<file path="config.mk">
export PLATFORM = sky130hd
export DESIGN_NAME = xor_delta_zero_rle_encoder
export DESIGN_NICKNAME = d
export VERILOG_FILES = /design/src/xdzr_pkg.sv /design/src/xor_delta_zero_rle_encoder.sv /design/src/xdzr_encode.sv
export SDC_FILE = /design/constraint.sdc
export NUM_CORES = 1
export LEC_CHECK = 0
export BUFFER_PORTS_ARGS = -buffer_cell sky130_fd_sc_hd__buf_4
export CORE_ASPECT_RATIO = 1.25
export CORE_MARGIN = 10
export CORE_UTILIZATION = 60
export CTS_BUF_LIST = sky130_fd_sc_hd__clkbuf_4 sky130_fd_sc_hd__clkbuf_8
export DETAILED_ROUTE_END_ITERATION = 12
export PLACE_DENSITY = 0.9
export SETUP_SLACK_MARGIN = 0.15
export SKIP_LAST_GASP = 1
export SYNTH_ARGS = -nofsm -noshare
export SYNTH_HDL_FRONTEND = slang
export SYNTH_SLANG_ARGS = --single-unit
</file>
<file path="constraint.sdc">
create_clock -name clk_i -period 2.2 [get_ports clk_i]
set_input_delay 0.11 -clock clk_i [delete_from_list [all_inputs] [get_ports clk_i]]
set_output_delay 0.11 -clock clk_i [all_outputs]
set_load 0.05 [all_outputs]
</file>
<file path="src/xdzr_pkg.sv">
// types and constants for the xor delta zero run encoder
package xdzr_pkg;

  localparam logic [7:0] RUN_MARKER = 8'h00;
  localparam logic [7:0] CNT_SAT    = 8'hFF;
  localparam int unsigned MAX_OUT   = 3;

  typedef struct packed {
    logic [7:0] base_byte;
    logic [7:0] cur_byte;
    logic       frame_last;
  } in_item_t;

  typedef struct packed {
    logic [7:0] out_byte;
    logic       item_last;
    logic       frame_end;
  } out_item_t;

  // encoded bytes caused by one input item
  typedef struct packed {
    logic [MAX_OUT-1:0][7:0] bytes;
    logic [1:0]              count;
    logic                    frame_last;
  } burst_t;

endpackage

</file>
<file path="src/xor_delta_zero_rle_encoder.sv">
// top level of the xor delta zero run length encoder
//
//  channel | direction | handshake                  | payload
//  in      | input     | in_valid_i / in_ready_o    | in_item_i  (base, cur, frame_last)
//  out     | output    | out_valid_o / out_ready_i  | out_item_o (byte, item_last, frame_end)
//
// an item is held in the input register, then its zero to three bytes
// are loaded into the result buffer and leave one per cycle while out_ready_i is high
// items are paced by the result buffer, which must send all bytes of an item before it loads the next
// a new item is taken while the last byte of the previous one is taken
// reset clears the run count and both valid flags
// out stalls hold the buffer and back up into the input register
module xor_delta_zero_rle_encoder
  import xdzr_pkg::*;
#(
  parameter int unsigned MAX_RUN = 255
) (
  input  logic      clk_i,
  input  logic      rst_ni,
  input  logic      in_valid_i,
  output logic      in_ready_o,
  input  in_item_t  in_item_i,
  output logic      out_valid_o,
  input  logic      out_ready_i,
  output out_item_t out_item_o
);

  logic       s1_valid_q, s1_valid_d;
  in_item_t   s1_item_q;
  logic [7:0] cnt_q, cnt_d;
  logic [7:0] cnt_enc;
  burst_t     burst;
  burst_t     buf_q;
  logic       buf_valid_q, buf_valid_d;
  logic [1:0] idx_q, idx_d;
  logic       out_fire, buf_tail, buf_done, load;

  xdzr_encode #(
    .MAX_RUN(MAX_RUN)
  ) u_encode (
    .item_i (s1_item_q),
    .cnt_i  (cnt_q),
    .burst_o(burst),
    .cnt_o  (cnt_enc)
  );

  assign out_fire   = out_valid_o && out_ready_i;
  assign buf_tail   = (idx_q == buf_q.count - 2'd1);
  assign buf_done   = out_fire && buf_tail;
  assign load       = s1_valid_q && (!buf_valid_q || buf_done);
  assign in_ready_o = !s1_valid_q || load;

  assign out_valid_o          = buf_valid_q;
  assign out_item_o.out_byte  = buf_q.bytes[idx_q];
  assign out_item_o.item_last = buf_tail;
  assign out_item_o.frame_end = buf_tail && buf_q.frame_last;

  always_comb begin
    s1_valid_d  = s1_valid_q;
    buf_valid_d = buf_valid_q;
    idx_d       = idx_q;
    cnt_d       = cnt_q;
    if (in_ready_o) begin
      s1_valid_d = in_valid_i;
    end
    if (buf_done) begin
      buf_valid_d = 1'b0;
    end else if (out_fire) begin
      idx_d = idx_q + 2'd1;
    end
    if (load) begin
      cnt_d       = cnt_enc;
      idx_d       = 2'd0;
      // zero bytes inside a run produce nothing to buffer
      buf_valid_d = (burst.count != 2'd0);
    end
  end

  always_ff @(posedge clk_i or negedge rst_ni) begin
    if (!rst_ni) begin
      s1_valid_q  <= 1'b0;
      buf_valid_q <= 1'b0;
      idx_q       <= 2'd0;
      cnt_q       <= 8'd0;
    end else begin
      s1_valid_q  <= s1_valid_d;
      buf_valid_q <= buf_valid_d;
      idx_q       <= idx_d;
      cnt_q       <= cnt_d;
    end
  end

  always_ff @(posedge clk_i) begin
    if (in_ready_o && in_valid_i) begin
      s1_item_q <= in_item_i;
    end
    if (load) begin
      buf_q <= burst;
    end
  end

endmodule

</file>
<file path="src/xdzr_encode.sv">
// combinational encoding of one byte pair against the pending zero run
module xdzr_encode
  import xdzr_pkg::*;
#(
  parameter int unsigned MAX_RUN = 255
) (
  input  in_item_t   item_i,
  input  logic [7:0] cnt_i,
  output burst_t     burst_o,
  output logic [7:0] cnt_o
);

  logic [7:0] x;
  logic [7:0] cnt_inc;
  logic [7:0] cnt_after;

  assign x       = item_i.base_byte ^ item_i.cur_byte;
  assign cnt_inc = (cnt_i == CNT_SAT) ? cnt_i : cnt_i + 8'd1;

  always_comb begin
    burst_o.bytes      = '0;
    burst_o.count      = 2'd0;
    burst_o.frame_last = item_i.frame_last;
    cnt_after          = cnt_i;
    if (x == 8'h00) begin
      // full run or frame end flushes the run once
      if (cnt_inc >= 8'(MAX_RUN) || item_i.frame_last) begin
        burst_o.bytes[0] = RUN_MARKER;
        burst_o.bytes[1] = cnt_inc;
        burst_o.count    = 2'd2;
        cnt_after        = 8'd0;
      end else begin
        cnt_after = cnt_inc;
      end
    end else begin
      if (cnt_i != 8'd0) begin
        burst_o.bytes[0] = RUN_MARKER;
        burst_o.bytes[1] = cnt_i;
        burst_o.bytes[2] = x;
        burst_o.count    = 2'd3;
      end else begin
        burst_o.bytes[0] = x;
        burst_o.count    = 2'd1;
      end
      cnt_after = 8'd0;
    end
    cnt_o = item_i.frame_last ? 8'd0 : cnt_after;
  end

endmodule

</file>
# After elaboration in Yosys (flattened, before gate mapping)
# Cells that the tools add are included.
# word_totals
ff_bits	56
latch_bits	0
ram_bits	0
romBits	0
input_bits	21
out_inout_bits	12
elab_cells	54
n_memories	0
# classes
addsub	3
n_mul	0
div_mod_pow	0
n_lt_le_gt_ge	2
n_eq_ne	3
shifts	0
n_mux	15
n_bitwise	2
reduce_logical	17
# op_table
cell	n
$mux 8	6
$mux 18	2
$bmux 8 s2	1
$mux 10	1
$add 8x1->8 const B	1
$eq 8x8->1 const B	1
$ge 8x8->1 const B	1
$logic_not 8->1	1
$reduce_bool 8->1	1
$xor 8x8->8	1
$mux 2	3
$reduce_bool 2->1	3
$logic_and 1x1->1	5
$logic_or 1x1->1	3
$lt 2x3->1 const B	1
$add 2x1->2 const B	1
$eq 2x2->1	1
$logic_not 1->1	2
$mux 1	2
$ne 2x1->1 const B	1
$reduce_and 2->1	1
$reduce_or 2->1	1
$sub 2x1->2 const B	1
$not 1->1	1

# Logic depth before layout (Yosys ltp)
# depth
depth_word	8
mapped_depth	7
ltp_nobuf	7

# By module
# Synthesis repeated with hierarchy kept, for this count alone.
# hier_totals
cells_unflattened	238
hier_area_um2	2835.2
# by_module_without_submodules
module	instances	cells_each	area_each_um2	seq_area_each_um2
xor_delta_zero_rle_encoder	1	125	2092.0	1621.6
xdzr_encode	1	113	743.2	0.0

# Least setup slack after synthesis
# Ideal clock, no wire load.
# synth_timing
path_kind	reg-to-reg
startpoint	reg idx_q[1]
endpoint	reg s1_item_q[0] in the netlist's numbering (enable)
setup_time_ps	375
arrival_time_ps	2036
required_ps	1825
setup_slack_ps	-211
path_stages_with_launch	6
path_buffers	0
path_cell_list	dfrtp_1 -> xnor2_2 -> mux2i_1 -> a21oi_1 -> nand2_1 -> and2_1
# synth_between
elab_chain_cells	6
# synth_lines
element	line_no	rtl
from (decl)	xor_delta_zero_rle_encoder.sv:35	logic [1:0] idx_q, idx_d;
from (signal assigned)	xor_delta_zero_rle_encoder.sv:88	idx_q <= idx_d;
$eq 2x2->1	xor_delta_zero_rle_encoder.sv:48	assign buf_tail = (idx_q == buf_q.count - 2'd1);
named net buf_tail	xor_delta_zero_rle_encoder.sv:36	logic out_fire, buf_tail, buf_done, load;
$logic_and 1x1->1	xor_delta_zero_rle_encoder.sv:49	assign buf_done = out_fire && buf_tail;
$logic_or 1x1->1	xor_delta_zero_rle_encoder.sv:50	assign load = s1_valid_q && (!buf_valid_q || buf_done);
$logic_and 1x1->1	xor_delta_zero_rle_encoder.sv:50	
$logic_or 1x1->1	xor_delta_zero_rle_encoder.sv:51	assign in_ready_o = !s1_valid_q || load;
named net in_ready_o	xor_delta_zero_rle_encoder.sv:21	output logic in_ready_o,
$logic_and 1x1->1	xor_delta_zero_rle_encoder.sv:94	if (in_ready_o && in_valid_i) begin
to (signal assigned)	xor_delta_zero_rle_encoder.sv:95	s1_item_q <= in_item_i;
to (decl)	xor_delta_zero_rle_encoder.sv:29	in_item_t s1_item_q;
# The timed path passes the listed nets, and every way through them passes these cells.
# A chain may end at the register's enable or synchronous reset.

==> flow_metrics.py <==
metrics = {
    "setup_path": {
        "cp_data_arrival_time_ns": 2.13,
        "crit_chain": "inv_1 > ha_1 > nand4b_1 > nor3b_4 > o22ai_4 > and2_4 > a211oi_1",
        "worst_reg2reg_path_length_in_cells": 7,
        "end_kind": "flip-flop",
        "worstReg2RegStart": "cnt_q[0]",
        "path_depth": 7,
        "rrSetupSlack_ns": 0.20,
        "endpoint_of_the_most_critical_register_to_register_path": "buf_q[17]",
        "kind_of_launch_point_of_the_worst_setup_path": "flip-flop",
        "worst-endpoint-required_ns": 2.33,
        "critPathCapture": "buf_q[17]",
        "critical_path_buffers_and_inverters": 1,
        "path_delay_family": "simple AND/OR/NAND/NOR gates",
        "type_of_the_worst_setup_path": "flip-flop to flip-flop",
        "cp_slowest_stage_delay_ns": 0.41,
        "timing.critical_path.from": "cnt_q[0]",
        "timing.critical_path.fanout_max": 5,
        "critical_path.slowest_cell": "sky130_fd_sc_hd__dfrtp_1",
    },
    "final_layout": {
        "antenna_cells": 0,
        "fillerInstances": 285,
        "layout-area-overhead-vs-synth_pct": 24.91,
        "ratio_of_cells_with_drive_above_1_in_the_final_layout": 0.3093,
        "instances_no_fill": 349,
        "fin_nets": 313,
        "mostFrequentLayoutCells": "sky130_fd_sc_hd__buf_4 (47), sky130_fd_sc_hd__edfxtp_1 (44), sky130_fd_sc_hd__nor2_1 (23)",
        "most_common_library_cell_in_the_layout_ignoring_fill_and_taps": "sky130_fd_sc_hd__buf_4",
        "final_core_utilization": 0.7823,
    },
    "route": {
        "wl_met3_um": 452,
        "drc_violations": 0,
        "routedLengthMet1_um": 2441,
        "antenna_violating_nets_post_route": 0,
        "routed_wirelength_um": 6620,
        "drt_first_pass_iters": 4,
        "avgRoutedWirePerCell_um": 18.97,
        "via_count": 2058,
        "highest_layer": "met4",
        "detail_route.iter0.violations": 137,
        "average_vias_per_placed_instance": 5.897,
        "wl_met2_um": 3574,
    },
    "place": {
        "placed_cells_incl_taps": 315,
        "portBuffers": 32,
        "gp_congestion": 0.8819,
        "dp.final_hpwl_um": 4390,
    },
    "timing": {
        "setup_viol": 0,
        "max_freq_mhz": 500.3,
        "time_the_final_worst_path_needs_with_i_o_delays_and_setup_ns": 1.999,
        "final.period_utilization": 0.9086,
        "post_route_skew_ns": 0.006072,
        "fin_tns_setup_ns": 0,
        "finalHoldViolCount": 0,
        "final.hold.worst_slack_ns": 0.01309,
        "timing_worst_slew_pin_value_ns": 0.4208,
        "setup_repair_after_global_routing_missed_its_margin": "true",
        "timing_max_transition_violations_final": 0,
        "relSlewSlack": 0.7194,
    },
    "synthesis": {
        "asr_flop_ratio_synth": 0.2143,
        "synth_edf_count": 44,
        "postSynthAreaPerCell_um2": 12.30,
        "synthCells": 227,
        "largest_family_of_logic_cells_by_synthesized_area": "compound AO/OA/AOI/OAI gates",
        "compound_gate_portion_of_the_synthesized_area": 0.1483,
        "proportion_of_synthesized_area_in_mux_cells": 0.03584,
        "basic_gate_share_of_the_synthesized_area_counting_and_or_nand_and_nor_cells": 0.1483,
        "post_syn_area_um2": 2793,
        "cell_variety_after_synth": 53,
        "synth_fa_ha_area_frac": 0.008961,
        "yosys_warnings": 0,
        "synthXorXnorAreaFrac": 0.04480,
        "postSynthNetCount": 250,
        "yosys_register_bits": 56,
        "synth.yosys.seq_area_share": 0.5806,
        "synth-main-ff-cell": "sky130_fd_sc_hd__edfxtp_1",
    },
    "grt": {
        "first_global_vias": 1938,
        "grt_antenna_before_repair": 0,
        "grt.total_usage": 0.1722,
        "first_pass_grt_wire_length_um": 10120,
        "grt_max_degree": 32,
        "overflow": 0,
    },
    "worst_hold_path": {
        "hp-class": "input pin to flip-flop",
    },
    "pwr": {
        "peakVddDrop_mv": 0.6667,
        "power_per_cell_area_nw_per_um2": 1083,
        "p_leak_nw": 1.336,
    },
    "floorplan": {
        "dieHeight_um": 96.28,
        "floorplan.core_area_um2": 4459,
        "die_area_um2": 7800,
        "io_pins": 33,
        "die_w_um": 81.02,
        "floorplan.rows": 27,
        "start_util": 0.6263,
    },
    "clock_tree": {
        "cts_inserted_buffers": 5,
        "htree_levels": 2,
        "cts_tree": "done",
        "number_of_buffers_between_clock_root_and_the_deepest_sink": 2,
        "cts.root.buffer_cell": "sky130_fd_sc_hd__clkbuf_8",
        "worstSkewPairLatency_ns": 0.31,
        "path_clk_slew_ns": 0.10,
        "numClockSinks": 56,
    },
    "outcome": {
        "result_of_the_run": "finished clean",
    },
    "flow_run": {
        "timing.max_cap.violations": 0,
    },
}
## power by group
| part | leakage [nW] | switching [mW] | internal (mW) | total [mW] |
|---|---|---|---|---|
| Clock | 0.0445 | 0.334 | 0.227 | 0.560 |
| Combinational | 0.728 | 1.09 | 0.562 | 1.66 |
| Sequential | 0.563 | 0.118 | 1.44 | 1.56 |
| Total | 1.34 | 1.55 | 2.23 | 3.78 |
## state kept, by name, indices dropped and copies added (netlist names)
signal / count
out_valid_o: 1
cnt_q: 8
s1_valid_q: 1
buf_q: 27
idx_q: 2
s1_item_q: 17
## Yosys cell counts, types with 2 or more instances
cell                         n  area [µm²]
sky130_fd_sc_hd__edfxtp_1   44        1321
sky130_fd_sc_hd__nor2_1     23       86.33
sky130_fd_sc_hd__nand2_1    18       67.56
sky130_fd_sc_hd__a21oi_1    15       75.07
sky130_fd_sc_hd__dfrtp_1    12       300.3
sky130_fd_sc_hd__mux2i_1    10       100.1
sky130_fd_sc_hd__o21ai_0    10       50.05
sky130_fd_sc_hd__inv_1       6       22.52
sky130_fd_sc_hd__buf_2       5       25.02
sky130_fd_sc_hd__xnor2_1     5       43.79
sky130_fd_sc_hd__xnor2_2     5       81.33
sky130_fd_sc_hd__a211oi_1    4       30.03
sky130_fd_sc_hd__nor3_1      4       20.02
sky130_fd_sc_hd__o2bb2ai_1   4       35.03
sky130_fd_sc_hd__and2_1      3       18.77
sky130_fd_sc_hd__and2_2      3       22.52
sky130_fd_sc_hd__nand2b_1    3       18.77
sky130_fd_sc_hd__nand3_1     3       15.01
sky130_fd_sc_hd__nand4_1     3       18.77
sky130_fd_sc_hd__nand4b_1    3       26.28
sky130_fd_sc_hd__a21o_1      2       15.01
sky130_fd_sc_hd__a22o_1      2       17.52
sky130_fd_sc_hd__a311oi_1    2       17.52
sky130_fd_sc_hd__a311oi_2    2       30.03
sky130_fd_sc_hd__a31oi_1     2       12.51
sky130_fd_sc_hd__and3_1      2       12.51
sky130_fd_sc_hd__and3_2      2       15.01
sky130_fd_sc_hd__buf_1       2       7.510
sky130_fd_sc_hd__buf_6       2       22.52
sky130_fd_sc_hd__ha_1        2       25.02
sky130_fd_sc_hd__o31ai_1     2       15.01
## worst min-delay path by stage
stage	from	to	slack, ns	cells past startpoint
after floorplan	rst_ni	cnt_q[0]	-0.19	0
after global placement	rst_ni	cnt_q[2]	-0.03	1
after detailed placement	rst_ni	cnt_q[3]	-0.03	1
after CTS	in_valid_i	s1_valid_q	0.01	2
after global routing	in_valid_i	s1_valid_q	0.02	2
final	in_valid_i	s1_valid_q	0.01	2
## kinds of logic (layout without fill, tap and decap cells)
group	Yosys count	in the layout
AND/OR/NAND/NOR	76	76
flip-flops	56	56
AO/OA/AOI/OAI	55	56
buffers and inverters	18	81
XOR/XNOR	10	10
multiplexers	10	10
adder cells (fa/ha/maj)	2	2
## metrics by stage
step	worst slack (ns)	total power [mW]	cell area, µm²
after CTS	0.1819	3.759	3406
after floorplan	0.2122	2.702	2798
final	0.2011	3.778	3488
after detailed placement	0.1478	3.195	3124
after global placement	0.1683	3.139	3124
after global routing	0.06743	3.951	3488
## worst register-to-register path: stages (launching register included)
cell and delay (ns):
sky130_fd_sc_hd__dfrtp_1 0.41, sky130_fd_sc_hd__inv_1 0.06, sky130_fd_sc_hd__ha_1 0.29, sky130_fd_sc_hd__nand4b_1 0.17, sky130_fd_sc_hd__nor3b_4 0.34, sky130_fd_sc_hd__o22ai_4 0.15
sky130_fd_sc_hd__and2_4 0.19, sky130_fd_sc_hd__a211oi_1 0.21
## layer usage
layer  global-route usage  vias up
met5                    0        -
met4              0.05780        0
met3              0.04571       15
met2               0.3118       80
met1               0.1898      982
li1                     -      981
## layout make-up
class                      count  area (µm²)  share of cell area
timing repair buffer          66       553.0              0.1585
tap                           58       72.57             0.02080
inverter                       7       26.28            0.007532
clock inverter                 3       21.27            0.006098
sequential                    56        1623              0.4652
multi-input combinational    154        1124              0.3221
clock buffer                   5       68.82             0.01973
## what timing repair did
action,4_1_cts,5_1_grt
gates cloned,0,1
hold buffers,18,0
hold endpoints to repair,29,0
pin swaps,1,6
resized for setup,3,6
endpoints found under the setup margin,6,20
setup buffers,0,7
No activity file was read; power rests on OpenSTA's default activity.
